[src/sv/acn_pkg.sv]
package acn_pkg;

  localparam int FRACTION_BITS = 15;
  localparam int VAL_W         = FRACTION_BITS + 2;
  localparam int MAG_W         = VAL_W;
  localparam int SQ_W          = 2 * MAG_W;
  localparam int STICK_W       = 16;
  localparam int TILT_W        = 17;
  localparam int DZ_W          = 16;
  localparam int INV_W         = 2;
  localparam int SRC_W         = 5;
  localparam int CFG_IDX_W     = 2;
  localparam int CFG_DATA_W    = 16;
  localparam int QUOT_W        = FRACTION_BITS + 1;
  localparam int CNT_W         = $clog2(FRACTION_BITS + 1);
  localparam int QUEUE_DEPTH   = 2;

  localparam logic [CFG_IDX_W-1:0] CFG_DEAD_ZONE     = 2'd0;
  localparam logic [CFG_IDX_W-1:0] CFG_INVERT_MASK   = 2'd1;
  localparam logic [CFG_IDX_W-1:0] CFG_SOURCE_ENABLE = 2'd2;

  localparam logic [SRC_W-1:0] SOURCE_ENABLE_RST = 5'd31;

  localparam int SRC_KEY      = 0;
  localparam int SRC_KEY_AXES = 1;
  localparam int SRC_TILT     = 2;
  localparam int SRC_BUTTON   = 3;
  localparam int SRC_STICK    = 4;

  localparam int INV_X = 0;
  localparam int INV_Y = 1;

  // stick axis treatment decided at the front
  localparam logic [1:0] SM_ZERO = 2'd0;
  localparam logic [1:0] SM_RAW  = 2'd1;
  localparam logic [1:0] SM_DIV  = 2'd2;

  typedef logic signed [VAL_W-1:0] val_t;
  typedef logic [MAG_W-1:0]        mag_t;

  localparam val_t ONE_V     = val_t'(1) <<< FRACTION_BITS;
  localparam val_t NEG_ONE_V = -ONE_V;
  localparam val_t ZERO_V    = '0;
  localparam mag_t ONE_M     = mag_t'(1) << FRACTION_BITS;
  localparam logic [SQ_W:0] HALF_SQ = (SQ_W + 1)'(1) << (2 * FRACTION_BITS - 2);

  typedef struct packed {
    logic [1:0]                mode;
    logic                      neg;
    logic signed [STICK_W-1:0] raw;
    logic [STICK_W-1:0]        num;
    logic [STICK_W-1:0]        den;
  } stick_axis_t;

  typedef struct packed {
    val_t              x_pre;
    val_t              y_pre;
    logic              stick_en;
    logic [INV_W-1:0]  inv;
    stick_axis_t       ax;
    stick_axis_t       ay;
  } work_t;

  function automatic mag_t mag_of(val_t v);
    return v[VAL_W-1] ? mag_t'(-v) : mag_t'(v);
  endfunction

  // later source wins on a tie
  function automatic val_t pick(val_t cur, val_t cand);
    return (mag_of(cand) >= mag_of(cur)) ? cand : cur;
  endfunction

endpackage

[src/sv/input_action_conditioner_core.sv]
// Input action conditioner: turns one frame of raw control inputs into the
// combined action vector and its press/release edges.
// Input channel: in_valid/in_stall with one port per field; an item is a
//   transfer at a clock edge with in_valid high and in_stall low.
// Result channel: out_valid/out_stall, one result per input item, in order.
// Configuration: cfg_we writes cfg_data into register cfg_index (0 deadzone,
//   1 invert mask, 2 source enable); write only while the block is idle.
// Back end: it loads an item from the queue, runs the shared-step restoring
//   divider for the stick rescale, then picks, squares and compares; it
//   takes the next item from the queue only once it has written the result.
// The front end classifies an item in its transfer cycle and writes it into a
//   small queue, so inputs are taken while the back end is busy or a result
//   is held; in_stall rises only when that queue is full.
// Reset (rst_n low at a clock edge) empties the queue, drops any item at work,
//   clears the output and the previous-frame down flag, and loads the
//   register defaults: no deadzone, no inversion, all sources enabled.
// When the receiver stalls, the result holds on the ports unchanged; the back
//   end keeps working on the next item and waits only to write its result.
module input_action_conditioner_core #(
  parameter int QUEUE_DEPTH = acn_pkg::QUEUE_DEPTH
) (
  input  logic                                clk,
  input  logic                                rst_n,
  input  logic                                cfg_we,
  input  logic [acn_pkg::CFG_IDX_W-1:0]       cfg_index,
  input  logic [acn_pkg::CFG_DATA_W-1:0]      cfg_data,
  input  logic                                in_valid,
  output logic                                in_stall,
  input  logic                                in_key_held,
  input  logic                                in_neg_x_held,
  input  logic                                in_pos_x_held,
  input  logic                                in_neg_y_held,
  input  logic                                in_pos_y_held,
  input  logic signed [acn_pkg::TILT_W-1:0]   in_tilt_x,
  input  logic signed [acn_pkg::TILT_W-1:0]   in_tilt_y,
  input  logic                                in_button_held,
  input  logic signed [acn_pkg::STICK_W-1:0]  in_stick_x,
  input  logic signed [acn_pkg::STICK_W-1:0]  in_stick_y,
  output logic                                out_valid,
  input  logic                                out_stall,
  output logic signed [acn_pkg::VAL_W-1:0]    out_value_x,
  output logic signed [acn_pkg::VAL_W-1:0]    out_value_y,
  output logic                                out_is_down,
  output logic                                out_went_down,
  output logic                                out_went_up
);

  // configuration registers
  logic [acn_pkg::DZ_W-1:0]  dead_zone_r;
  logic [acn_pkg::INV_W-1:0] invert_mask_r;
  logic [acn_pkg::SRC_W-1:0] source_enable_r;

  // front to queue to back
  logic           push;
  logic           pop;
  logic           q_full;
  logic           q_empty;
  acn_pkg::work_t wr_data;
  acn_pkg::work_t rd_data;

  // take a write on any edge with cfg_we; an unknown index is dropped
  always_ff @(posedge clk) begin
    if (!rst_n) begin
      dead_zone_r     <= '0;
      invert_mask_r   <= '0;
      source_enable_r <= acn_pkg::SOURCE_ENABLE_RST;
    end else if (cfg_we) begin
      case (cfg_index)
        acn_pkg::CFG_DEAD_ZONE:     dead_zone_r     <= cfg_data[acn_pkg::DZ_W-1:0];
        acn_pkg::CFG_INVERT_MASK:   invert_mask_r   <= cfg_data[acn_pkg::INV_W-1:0];
        acn_pkg::CFG_SOURCE_ENABLE: source_enable_r <= cfg_data[acn_pkg::SRC_W-1:0];
        default: begin
        end
      endcase
    end
  end

  // classify the item and combine the non-stick sources
  acn_front u_front (
    .in_valid      (in_valid),
    .q_full        (q_full),
    .in_stall      (in_stall),
    .push          (push),
    .dead_zone     (dead_zone_r),
    .invert_mask   (invert_mask_r),
    .source_enable (source_enable_r),
    .key_held      (in_key_held),
    .neg_x_held    (in_neg_x_held),
    .pos_x_held    (in_pos_x_held),
    .neg_y_held    (in_neg_y_held),
    .pos_y_held    (in_pos_y_held),
    .tilt_x        (in_tilt_x),
    .tilt_y        (in_tilt_y),
    .button_held   (in_button_held),
    .stick_x       (in_stick_x),
    .stick_y       (in_stick_y),
    .wr_data       (wr_data)
  );

  // decouple the front from the slow back end
  acn_queue #(
    .DEPTH (QUEUE_DEPTH)
  ) u_queue (
    .clk     (clk),
    .rst_n   (rst_n),
    .push    (push),
    .wr_data (wr_data),
    .pop     (pop),
    .rd_data (rd_data),
    .full    (q_full),
    .empty   (q_empty)
  );

  // rescale the stick, finish the pick, square, compare and drive the result
  acn_back u_back (
    .clk           (clk),
    .rst_n         (rst_n),
    .rd_data       (rd_data),
    .empty         (q_empty),
    .pop           (pop),
    .out_stall     (out_stall),
    .out_valid     (out_valid),
    .out_value_x   (out_value_x),
    .out_value_y   (out_value_y),
    .out_is_down   (out_is_down),
    .out_went_down (out_went_down),
    .out_went_up   (out_went_up)
  );

endmodule

[src/sv/acn_front.sv]
module acn_front (
  input  logic                              in_valid,
  input  logic                              q_full,
  output logic                              in_stall,
  output logic                              push,
  input  logic [acn_pkg::DZ_W-1:0]          dead_zone,
  input  logic [acn_pkg::INV_W-1:0]         invert_mask,
  input  logic [acn_pkg::SRC_W-1:0]         source_enable,
  input  logic                              key_held,
  input  logic                              neg_x_held,
  input  logic                              pos_x_held,
  input  logic                              neg_y_held,
  input  logic                              pos_y_held,
  input  logic signed [acn_pkg::TILT_W-1:0] tilt_x,
  input  logic signed [acn_pkg::TILT_W-1:0] tilt_y,
  input  logic                              button_held,
  input  logic signed [acn_pkg::STICK_W-1:0] stick_x,
  input  logic signed [acn_pkg::STICK_W-1:0] stick_y,
  output acn_pkg::work_t                    wr_data
);

  function automatic acn_pkg::val_t sat_one(logic signed [acn_pkg::TILT_W-1:0] v);
    acn_pkg::val_t r;
    r = acn_pkg::val_t'(v);
    if (v > acn_pkg::TILT_W'(acn_pkg::ONE_V)) begin
      r = acn_pkg::ONE_V;
    end else if (v < acn_pkg::TILT_W'(acn_pkg::NEG_ONE_V)) begin
      r = acn_pkg::NEG_ONE_V;
    end
    return r;
  endfunction

  function automatic acn_pkg::stick_axis_t classify(
    logic signed [acn_pkg::STICK_W-1:0] raw,
    logic [acn_pkg::DZ_W-1:0]           dz
  );
    acn_pkg::stick_axis_t a;
    acn_pkg::mag_t        m;
    acn_pkg::mag_t        dzm;
    m     = acn_pkg::mag_of(acn_pkg::val_t'(raw));
    dzm   = acn_pkg::mag_t'(dz);
    a.raw = raw;
    a.neg = raw[acn_pkg::STICK_W-1];
    a.num = acn_pkg::STICK_W'(m - dzm);
    a.den = acn_pkg::STICK_W'(acn_pkg::ONE_M - dzm);
    if (dz == '0) begin
      a.mode = acn_pkg::SM_RAW;
    end else if (dzm >= acn_pkg::ONE_M || m <= dzm) begin
      a.mode = acn_pkg::SM_ZERO;
    end else begin
      a.mode = acn_pkg::SM_DIV;
    end
    return a;
  endfunction

  acn_pkg::val_t x_c;
  acn_pkg::val_t y_c;
  acn_pkg::val_t kx_c;
  acn_pkg::val_t ky_c;

  assign in_stall = q_full;
  assign push     = in_valid && !q_full;

  // combine every source except the stick in the fixed order
  always_comb begin
    x_c  = acn_pkg::ZERO_V;
    y_c  = acn_pkg::ZERO_V;
    kx_c = (pos_x_held ? acn_pkg::ONE_V : acn_pkg::ZERO_V)
         - (neg_x_held ? acn_pkg::ONE_V : acn_pkg::ZERO_V);
    ky_c = (pos_y_held ? acn_pkg::ONE_V : acn_pkg::ZERO_V)
         - (neg_y_held ? acn_pkg::ONE_V : acn_pkg::ZERO_V);
    if (source_enable[acn_pkg::SRC_KEY]) begin
      x_c = acn_pkg::pick(x_c, key_held ? acn_pkg::ONE_V : acn_pkg::ZERO_V);
    end
    if (source_enable[acn_pkg::SRC_BUTTON]) begin
      x_c = acn_pkg::pick(x_c, button_held ? acn_pkg::ONE_V : acn_pkg::ZERO_V);
    end
    if (source_enable[acn_pkg::SRC_KEY_AXES]) begin
      x_c = acn_pkg::pick(x_c, kx_c);
      y_c = acn_pkg::pick(y_c, ky_c);
    end
    if (source_enable[acn_pkg::SRC_TILT]) begin
      x_c = acn_pkg::pick(x_c, sat_one(tilt_x));
      y_c = acn_pkg::pick(y_c, sat_one(tilt_y));
    end
  end

  always_comb begin
    wr_data.x_pre    = x_c;
    wr_data.y_pre    = y_c;
    wr_data.stick_en = source_enable[acn_pkg::SRC_STICK];
    wr_data.inv      = invert_mask;
    wr_data.ax       = classify(stick_x, dead_zone);
    wr_data.ay       = classify(stick_y, dead_zone);
  end

endmodule

[src/sv/acn_queue.sv]
module acn_queue #(
  parameter int DEPTH = acn_pkg::QUEUE_DEPTH
) (
  input  logic           clk,
  input  logic           rst_n,
  input  logic           push,
  input  acn_pkg::work_t wr_data,
  input  logic           pop,
  output acn_pkg::work_t rd_data,
  output logic           full,
  output logic           empty
);

  localparam int PW = (DEPTH > 1) ? $clog2(DEPTH) : 1;
  localparam int CW = $clog2(DEPTH + 1);
  localparam logic [PW-1:0] LAST = PW'(DEPTH - 1);
  localparam logic [CW-1:0] FULL_CNT = CW'(DEPTH);

  acn_pkg::work_t  entry_r [DEPTH];
  logic [PW-1:0]   wr_ptr_r;
  logic [PW-1:0]   wr_ptr_nxt;
  logic [PW-1:0]   rd_ptr_r;
  logic [PW-1:0]   rd_ptr_nxt;
  logic [CW-1:0]   count_r;
  logic [CW-1:0]   count_nxt;

  assign full    = (count_r == FULL_CNT);
  assign empty   = (count_r == '0);
  assign rd_data = entry_r[rd_ptr_r];

  always_comb begin
    wr_ptr_nxt = wr_ptr_r;
    rd_ptr_nxt = rd_ptr_r;
    count_nxt  = count_r;
    if (push) begin
      wr_ptr_nxt = (wr_ptr_r == LAST) ? '0 : wr_ptr_r + PW'(1);
    end
    if (pop) begin
      rd_ptr_nxt = (rd_ptr_r == LAST) ? '0 : rd_ptr_r + PW'(1);
    end
    if (push && !pop) begin
      count_nxt = count_r + CW'(1);
    end else if (pop && !push) begin
      count_nxt = count_r - CW'(1);
    end
  end

  always_ff @(posedge clk) begin
    if (!rst_n) begin
      wr_ptr_r <= '0;
      rd_ptr_r <= '0;
      count_r  <= '0;
    end else begin
      wr_ptr_r <= wr_ptr_nxt;
      rd_ptr_r <= rd_ptr_nxt;
      count_r  <= count_nxt;
    end
  end

  always_ff @(posedge clk) begin
    if (push) begin
      entry_r[wr_ptr_r] <= wr_data;
    end
  end

endmodule

[src/sv/acn_back.sv]
module acn_back (
  input  logic                   clk,
  input  logic                   rst_n,
  input  acn_pkg::work_t         rd_data,
  input  logic                   empty,
  output logic                   pop,
  input  logic                   out_stall,
  output logic                   out_valid,
  output logic signed [acn_pkg::VAL_W-1:0] out_value_x,
  output logic signed [acn_pkg::VAL_W-1:0] out_value_y,
  output logic                   out_is_down,
  output logic                   out_went_down,
  output logic                   out_went_up
);

  localparam logic [2:0] ST_IDLE = 3'd0;
  localparam logic [2:0] ST_DIV  = 3'd1;
  localparam logic [2:0] ST_PICK = 3'd2;
  localparam logic [2:0] ST_SQ   = 3'd3;
  localparam logic [2:0] ST_OUT  = 3'd4;

  localparam int SW = acn_pkg::STICK_W;
  localparam int QW = acn_pkg::QUOT_W;
  localparam logic [acn_pkg::CNT_W-1:0] LAST_STEP = acn_pkg::CNT_W'(acn_pkg::FRACTION_BITS - 1);

  function automatic acn_pkg::val_t stick_val(acn_pkg::stick_axis_t a, logic [QW-1:0] q,
                                              logic inv);
    acn_pkg::val_t v;
    case (a.mode)
      acn_pkg::SM_RAW: v = acn_pkg::val_t'(a.raw);
      acn_pkg::SM_DIV: v = a.neg ? -acn_pkg::val_t'(q) : acn_pkg::val_t'(q);
      default:         v = acn_pkg::ZERO_V;
    endcase
    return inv ? -v : v;
  endfunction

  logic [2:0]                  state_r,  state_nxt;
  logic [acn_pkg::CNT_W-1:0]   cnt_r,    cnt_nxt;
  acn_pkg::work_t              work_r,   work_nxt;
  logic [SW-1:0]               rx_r,     rx_nxt;
  logic [SW-1:0]               ry_r,     ry_nxt;
  logic [QW-1:0]               qx_r,     qx_nxt;
  logic [QW-1:0]               qy_r,     qy_nxt;
  acn_pkg::val_t               x_r,      x_nxt;
  acn_pkg::val_t               y_r,      y_nxt;
  logic [acn_pkg::SQ_W-1:0]    sqx_r,    sqx_nxt;
  logic [acn_pkg::SQ_W-1:0]    sqy_r,    sqy_nxt;
  logic                        vld_r,    vld_nxt;
  acn_pkg::val_t               ox_r,     ox_nxt;
  acn_pkg::val_t               oy_r,     oy_nxt;
  logic                        down_r,   down_nxt;
  logic                        wd_r,     wd_nxt;
  logic                        wu_r,     wu_nxt;
  logic                        was_r,    was_nxt;

  logic [SW:0]                 rx2_c;
  logic [SW:0]                 ry2_c;
  logic [acn_pkg::SQ_W:0]      sum_c;
  logic                        now_c;
  acn_pkg::mag_t               mx_c;
  acn_pkg::mag_t               my_c;

  assign pop           = (state_r == ST_IDLE) && !empty;
  assign out_valid     = vld_r;
  assign out_value_x   = ox_r;
  assign out_value_y   = oy_r;
  assign out_is_down   = down_r;
  assign out_went_down = wd_r;
  assign out_went_up   = wu_r;

  always_comb begin
    state_nxt = state_r;
    cnt_nxt   = cnt_r;
    work_nxt  = work_r;
    rx_nxt    = rx_r;
    ry_nxt    = ry_r;
    qx_nxt    = qx_r;
    qy_nxt    = qy_r;
    x_nxt     = x_r;
    y_nxt     = y_r;
    sqx_nxt   = sqx_r;
    sqy_nxt   = sqy_r;
    vld_nxt   = vld_r && out_stall;
    ox_nxt    = ox_r;
    oy_nxt    = oy_r;
    down_nxt  = down_r;
    wd_nxt    = wd_r;
    wu_nxt    = wu_r;
    was_nxt   = was_r;
    rx2_c     = {rx_r, 1'b0};
    ry2_c     = {ry_r, 1'b0};
    mx_c      = acn_pkg::mag_of(x_r);
    my_c      = acn_pkg::mag_of(y_r);
    sum_c     = {1'b0, sqx_r} + {1'b0, sqy_r};
    now_c     = sum_c > acn_pkg::HALF_SQ;

    case (state_r)
      ST_IDLE: begin
        if (!empty) begin
          work_nxt = rd_data;
          cnt_nxt  = '0;
          // integer bit of the quotient is set when num is at least den (in divide mode, only when they are equal)
          if (rd_data.ax.num >= rd_data.ax.den) begin
            rx_nxt = rd_data.ax.num - rd_data.ax.den;
            qx_nxt = QW'(1);
          end else begin
            rx_nxt = rd_data.ax.num;
            qx_nxt = '0;
          end
          if (rd_data.ay.num >= rd_data.ay.den) begin
            ry_nxt = rd_data.ay.num - rd_data.ay.den;
            qy_nxt = QW'(1);
          end else begin
            ry_nxt = rd_data.ay.num;
            qy_nxt = '0;
          end
          state_nxt = ST_DIV;
        end
      end
      ST_DIV: begin
        // one restoring step per axis
        if (rx2_c >= {1'b0, work_r.ax.den}) begin
          rx_nxt = SW'(rx2_c - {1'b0, work_r.ax.den});
          qx_nxt = {qx_r[QW-2:0], 1'b1};
        end else begin
          rx_nxt = rx2_c[SW-1:0];
          qx_nxt = {qx_r[QW-2:0], 1'b0};
        end
        if (ry2_c >= {1'b0, work_r.ay.den}) begin
          ry_nxt = SW'(ry2_c - {1'b0, work_r.ay.den});
          qy_nxt = {qy_r[QW-2:0], 1'b1};
        end else begin
          ry_nxt = ry2_c[SW-1:0];
          qy_nxt = {qy_r[QW-2:0], 1'b0};
        end
        cnt_nxt = cnt_r + acn_pkg::CNT_W'(1);
        if (cnt_r == LAST_STEP) begin
          state_nxt = ST_PICK;
        end
      end
      ST_PICK: begin
        x_nxt = work_r.x_pre;
        y_nxt = work_r.y_pre;
        if (work_r.stick_en) begin
          x_nxt = acn_pkg::pick(work_r.x_pre,
                    stick_val(work_r.ax, qx_r, work_r.inv[acn_pkg::INV_X]));
          y_nxt = acn_pkg::pick(work_r.y_pre,
                    stick_val(work_r.ay, qy_r, work_r.inv[acn_pkg::INV_Y]));
        end
        state_nxt = ST_SQ;
      end
      ST_SQ: begin
        sqx_nxt   = mx_c * mx_c;
        sqy_nxt   = my_c * my_c;
        state_nxt = ST_OUT;
      end
      ST_OUT: begin
        if (!vld_r || !out_stall) begin
          vld_nxt   = 1'b1;
          ox_nxt    = x_r;
          oy_nxt    = y_r;
          down_nxt  = now_c;
          wd_nxt    = now_c && !was_r;
          wu_nxt    = !now_c && was_r;
          was_nxt   = now_c;
          state_nxt = ST_IDLE;
        end
      end
      default: begin
        state_nxt = ST_IDLE;
      end
    endcase
  end

  always_ff @(posedge clk) begin
    if (!rst_n) begin
      state_r <= ST_IDLE;
      cnt_r   <= '0;
      vld_r   <= 1'b0;
      was_r   <= 1'b0;
    end else begin
      state_r <= state_nxt;
      cnt_r   <= cnt_nxt;
      vld_r   <= vld_nxt;
      was_r   <= was_nxt;
    end
  end

  always_ff @(posedge clk) begin
    work_r <= work_nxt;
    rx_r   <= rx_nxt;
    ry_r   <= ry_nxt;
    qx_r   <= qx_nxt;
    qy_r   <= qy_nxt;
    x_r    <= x_nxt;
    y_r    <= y_nxt;
    sqx_r  <= sqx_nxt;
    sqy_r  <= sqy_nxt;
    ox_r   <= ox_nxt;
    oy_r   <= oy_nxt;
    down_r <= down_nxt;
    wd_r   <= wd_nxt;
    wu_r   <= wu_nxt;
  end

endmodule

[config.mk]
export PLATFORM = sky130hd
export DESIGN_NAME = input_action_conditioner_core
export DESIGN_NICKNAME = d
export VERILOG_FILES = /design/src/sv/acn_pkg.sv /design/src/sv/input_action_conditioner_core.sv /design/src/sv/acn_front.sv /design/src/sv/acn_queue.sv /design/src/sv/acn_back.sv
export SDC_FILE = /design/constraint.sdc
export NUM_CORES = 2
export LEC_CHECK = 0
export ABC_AREA = 1
export BUFFER_PORTS_ARGS = -buffer_cell sky130_fd_sc_hd__buf_2
export CORE_AREA = 2 2 330 332
export DETAILED_ROUTE_END_ITERATION = 8
export DIE_AREA = 0 0 332 334
export PLACE_DENSITY = 0.77
export SYNTH_ARGS = -nofsm -noshare
export SYNTH_HDL_FRONTEND = slang
export SYNTH_HIERARCHICAL = 1
export SYNTH_SLANG_ARGS = --single-unit
[constraint.sdc]
create_clock -name clk -period 7.8 [get_ports clk]
set_clock_uncertainty 0.2 [all_clocks]
set_input_delay 1.56 -clock clk [delete_from_list [all_inputs] [get_ports clk]]
set_output_delay 1.56 -clock clk [all_outputs]
set_load 0.01 [all_outputs]
; Yosys cells after proc, flatten, opt, wreduce, memory -nomap -nowiden
; Memory sizes are Yosys's and may differ from the RTL's. A register that Yosys moved wholly into a read port is not among the register bits.
; Cells that the tools add are included.
[totals]
register_bits = 346
mem_bits_rw = 278
inputBits = 95
output_inout_bits = 39
elab_cells = 234
n_memories = 1
[memory_table]
columns = memory, depth, width, read_ports, rd_ports_with_merged_regs, write_ports, line_no
row1 = u_queue.entry_r, 2, 139, 1, 1, 1, acn_queue.sv:19  ; acn_pkg::work_t entry_r [DEPTH];
[op_classes]
addsub = 37
multipliers = 2
magnitude_cmp = 20
eq_ne = 15
mux = 92
bitwise = 1
reduce_logical = 31
[ops]
columns = operator, n
row1 = 17-bit two-way mux, 48
row2 = 17-bit negation, 18
row3 = 16-bit two-way mux, 14
row4 = 16-bit case mux with 2 select lines, 4
row5 = 17-bit >= comparator, 6
row6 = 16-bit subtractor, 6
row7 = 17-bit by 17-bit multiplier with 34-bit output, 2
row8 = 16-bit negation with 17-bit output, 4
row9 = 17-bit case mux with 2 select lines, 2
row10 = 34-bit by 34-bit adder with 35-bit output, 1
row11 = "35-bit by 29-bit greater-than comparator with 1-bit output, second input constant", 1
row12 = "17-bit by 1-bit >= comparator with 1-bit output, second input constant", 2
row13 = 17-bit by 16-bit >= comparator with 1-bit output, 2
row14 = "17-bit greater-than comparator, second input constant", 2
row15 = 17-bit by 16-bit <= comparator with 1-bit output, 2
row16 = "17-bit by 16-bit < comparator with 1-bit output, second input constant", 2
row17 = 17-bit subtractor, 2
row18 = 16-bit >= comparator, 2
row19 = "16-bit >= comparator, second input constant", 1
row20 = 16-bit logical NOT, 1
row21 = "16-bit subtractor, first input constant", 1
row22 = 3-bit case mux with 5 select lines, 1
row23 = 1-bit two-way mux, 12
row24 = 2-bit two-way mux, 6
row25 = 24 further kinds, 56

; Logic depth before layout (Yosys ltp)
[logic_depth]
word_depth = 21
ltp_mapped = 39
mapped_depth_nobuf = 38

; Hierarchy
; Netlist, hierarchy kept.
[modules_own_cells]
columns = module, n_inst, cells_each, area_each_um2
row1 = acn_back, 1, 4592, 37807.5
row2 = acn_queue, 1, 467, 10289.9
row3 = acn_front, 1, 760, 4170.2
row4 = input_action_conditioner_core, 1, 143, 1028.5

; Worst setup path before layout
; OpenSTA, ideal clock, no wires.
[synth_path]
kind = input port to flip-flop
startpoint = input port in_valid
endpoint = memory u_queue/entry_r[0][0] (netlist bit), enable pin
setup_time_ns = 0.640
arrival_time_ns = 7.610
slack_ns = -0.650
cell_stages = 4
path_cell_list = inv_1 > nor2_1 > inv_1 > nor2_1
[synth_between]
elab_chain_cells = 3
[synth_rtl]
columns = item, line_no
row1 = start: declaration, input_action_conditioner_core.sv:27  ; input logic in_valid,
row2 = 1-bit logical AND, acn_front.sv:62  ; assign push = in_valid && !q_full;
row3 = net push, input_action_conditioner_core.sv:54  ; logic push;
row4 = 1-bit two-way mux, acn_queue.sv:61  ; if (push) begin
row5 = 1-bit two-way mux (implied by the code), acn_queue.sv:62  ; entry_r[wr_ptr_r] <= wr_data;
row6 = end: declaration, acn_queue.sv:19
; The timed path passes the listed nets, and every way through them passes these cells.

; Final worst setup path
[layout_path]
startpoint = register u_back.x_r[0]
endpoint = register u_back/sqx_r[33] (netlist bit), data pin
[layout_between]
elab_chain_cells = 3
[layout_rtl]
columns = item, line_no
row1 = start: declaration, acn_back.sv:44  ; acn_pkg::val_t x_r, x_nxt;
row2 = start signal: assignment, acn_back.sv:195  ; x_r <= x_nxt;
row3 = 17-bit negation, acn_pkg.sv:65  ; return v[VAL_W-1] ? mag_t'(-v) : mag_t'(v);
row4 = 17-bit two-way mux *, acn_pkg.sv:65
row5 = 17-bit by 17-bit multiplier with 34-bit output *, acn_back.sv:153  ; sqx_nxt = mx_c * mx_c;
row6 = end signal: assignment, acn_back.sv:197  ; sqx_r <= sqx_nxt;
row7 = end: declaration, acn_back.sv:46  ; logic [acn_pkg::SQ_W-1:0] sqx_r, sqx_nxt;
; Every way passes the cells marked *; elsewhere a longest branch is shown, timed or not.
; A chain may end at the register's enable or synchronous reset.

==> run metrics <==
die footprint 0.1109 mm2; #FFs+latches synth 623; HP Class reg2reg; RR Endpoint u_back/sqx_r[33]; vias 40570; H-tree levels 3; Site Rows 121; die width 332 um; Synth async-reset ratio 0%; First DRT Iteration DRCs 3376; CTS tree done; iteration count of the initial detailed-routing pass 6; CTS Buf Count 72; antenna violations before repair 3; Top delay family on crit path adder cells; CTS Root Cell clkbuf_16; failing checks antenna violations; run status complete, but fails checks; Ys Warns 6; flop-to-flop setup slack 0.25 ns; number of synthesized flops with an enable pin 586; mean post-synth cell area 8.939 um2; WS Path Type reg2reg; Critical Path Most Common Cell inv_1; DR vias/cell 5.348; clock-pin slew on the worst setup and hold paths 0.06 ns; CP max FO 7; endpoints failing setup 0; WL per Instance 16.95 um; ANT nets after route 1; hold_sp source_enable_r[3]; Clock Latency Late Sink 0.67 ns; fin cells 7586; crit path launch type register; Core Area 0.1078 mm2; Least-Margin Pin Slew 1.079 ns; Synth area leaders edfxtp_1 (33%), fa_1 (15%), ha_1 (9.4%); Final Hold Viols 0; Yosys top cell area share 33.02%; worst path bufs/invs 11; crit-path max cell delay 0.57 ns; initial core utilization 49.44%; area leader, netlist edfxtp_1; Netlist cell types 66; Worst Hold Path Cells 2; Synth Instances 5962; Pins Over Slew Limit 0; Max Freq 132.4 MHz; RSZ-0062 raised after global routing yes; share of layout cells above drive strength 1 10.75%; Cells after DPL 7433; Die Y 334 um; R2R cell count 34; Slew HR 27.88%; mapped cell area 0.05330 mm2; Main synth FF type edfxtp_1; CTS sink count 623; routability cong. 0.9349; Nets 6995; register area share after synthesis 34.41%; hold slack 0.2704 ns; pin count of the biggest net entering global routing 102; dpl hpwl 101100 um; Post-CTS Hold Buffers 0; Worst R2R Start u_back/x_r[0]; Syn-to-layout area delta 8.963%; Arr. time, crit path 7.75 ns; Hold EP source_enable_r[3]; worst endpoint required time 7.99 ns; gr ovfl total 0; Final min period 7.551 ns; Slowest cell on crit path fa_1; period utilization 96.81%; CTS max path bufs 3; Max Cap Viol 0; commonest non-fill, non-tap cell in the layout nand2_1; commonest non-fill, non-tap cells in the layout nand2_1 (1116), inv_1 (1102), edfxtp_1 (586); Setup crit end kind register; IO Count 134; Overall Global Routing Usage 23.04%; vias in the first global route 40020; Post-route DRC 0; Port Buf Inserts 133; first-pass GRT wire length 204800 um; DRT Wirelength 128600 um
area by class of cell:
type / count / area, um2
Clock inverter: 50 / 513.0
Antenna cell: 6 / 15.01
Tap cell: 1414 / 1769
Timing Repair Buffer: 226 / 1394
Multi-Input combinational cell: 4050 / 29930
Fill cell: 9542 / 49720
Inverter: 1136 / 4272
Sequential cell: 623 / 18340
Clock buffer: 81 / 1836
Yosys cell counts (all sizes together), types with 17 or more instances:
master and n:
a21oi 261, buf 114, clkbuf 62, dfxtp 37, edfxtp 586, fa 392, ha 399, inv 1131
mux2 139, nand2 1140, nand3 267, nand3b 18, nand4 58, nor2 594, nor3 52, o211ai 17
o21ai 277, o21bai 22, xnor2 83, xor2 178
flip-flops by register name, indices dropped and copies added (netlist names), 2 cells and up, named ones only:
signal / cells
source_enable_r: 5
u_back/rx_r: 16
u_back/state_r: 3
u_back/y_r: 17
u_back/ry_r: 16
u_back/sqx_r: 33
u_back/qx_r: 16
dead_zone_r: 16
u_back/qy_r: 16
u_back/out_value_x: 17
u_queue/entry_r: 278
u_back/x_r: 17
u_back/out_value_y: 17
u_back/sqy_r: 33
u_queue/count_r: 2
invert_mask_r: 2
u_back/work_r: 107
u_back/cnt_r: 4
kinds of logic (layout without fill, tap and decap cells):
logic type | count (synthesis) | count (layout) | share of synthesized area [%]
other | 3 | 32 | 0.02113
AOI/OAI and AO/OA | 664 | 664 | 6.970
DFF | 623 | 623 | 34.41
adders and majority gates | 791 | 791 | 24.09
xor gates and xnor gates | 261 | 261 | 4.338
and+or+nand+nor | 2169 | 2169 | 17.10
muxes | 139 | 139 | 2.937
buffers and inverters | 1312 | 1493 | 10.14
what timing repair did:
action / CTS / global route
setup buffers: 0 / 16
pin swaps: 2 / 15
resized for setup: 4 / 61
setup endpoints to repair: 3 / 28
worst min-delay path, delay by kind of cell (launching register included):
| family | cells | cell delay [ns] |
|---|---|---|
| AND/OR/NAND/NOR | 2 | 0.11 |
| flip-flops | 1 | 0.33 |
worst max-delay path by stage:
stage / depth (start not counted) / startpoint / to
finish: 34 / u_back/x_r[0] / u_back/sqx_r[33]
global route: 31 / u_back/x_r[0] / u_back/sqx_r[33]
CTS: 33 / u_back/x_r[0] / u_back/sqx_r[33]
detailed placement: 37 / u_back/x_r[0] / u_back/sqx_r[25]
global placement: 37 / u_back/x_r[1] / u_back/sqx_r[25]
floorplan: 35 / u_back/y_r[0] / u_back/sqy_r[30]
layer usage:
layer,part of all wire (%),track usage (%),up-vias
met1,41,30.07,19460
li1,-,-,19430
met3,6.9,3.241,277
met2,48,38.84,1400
met4,3.8,9.004,2
met5,0.016,0,-
metrics by stage:
| stage | worst slack [ns] | setup TNS, ns | utilization, % | instance area [um2] |
|---|---|---|---|---|
| 2_1_floorplan | 0.03778 | 0 | - | 53390 |
| 3_3_place_gp | 0.1354 | 0 | 51.34 | 55340 |
| 3_5_place_dp | -0.005323 | -0.005323 | 51.34 | 55340 |
| 4_1_cts | 0.004176 | 0 | 53.53 | 57700 |
| 5_1_grt | -0.1206 | -0.6367 | 53.86 | 58060 |
| 6_report | 0.2487 | 0 | 53.87 | 58070 |
Power is left out: the tool's default activity adds up to more than one toggle a clock period on the data nets, which glitch-free logic cannot reach.
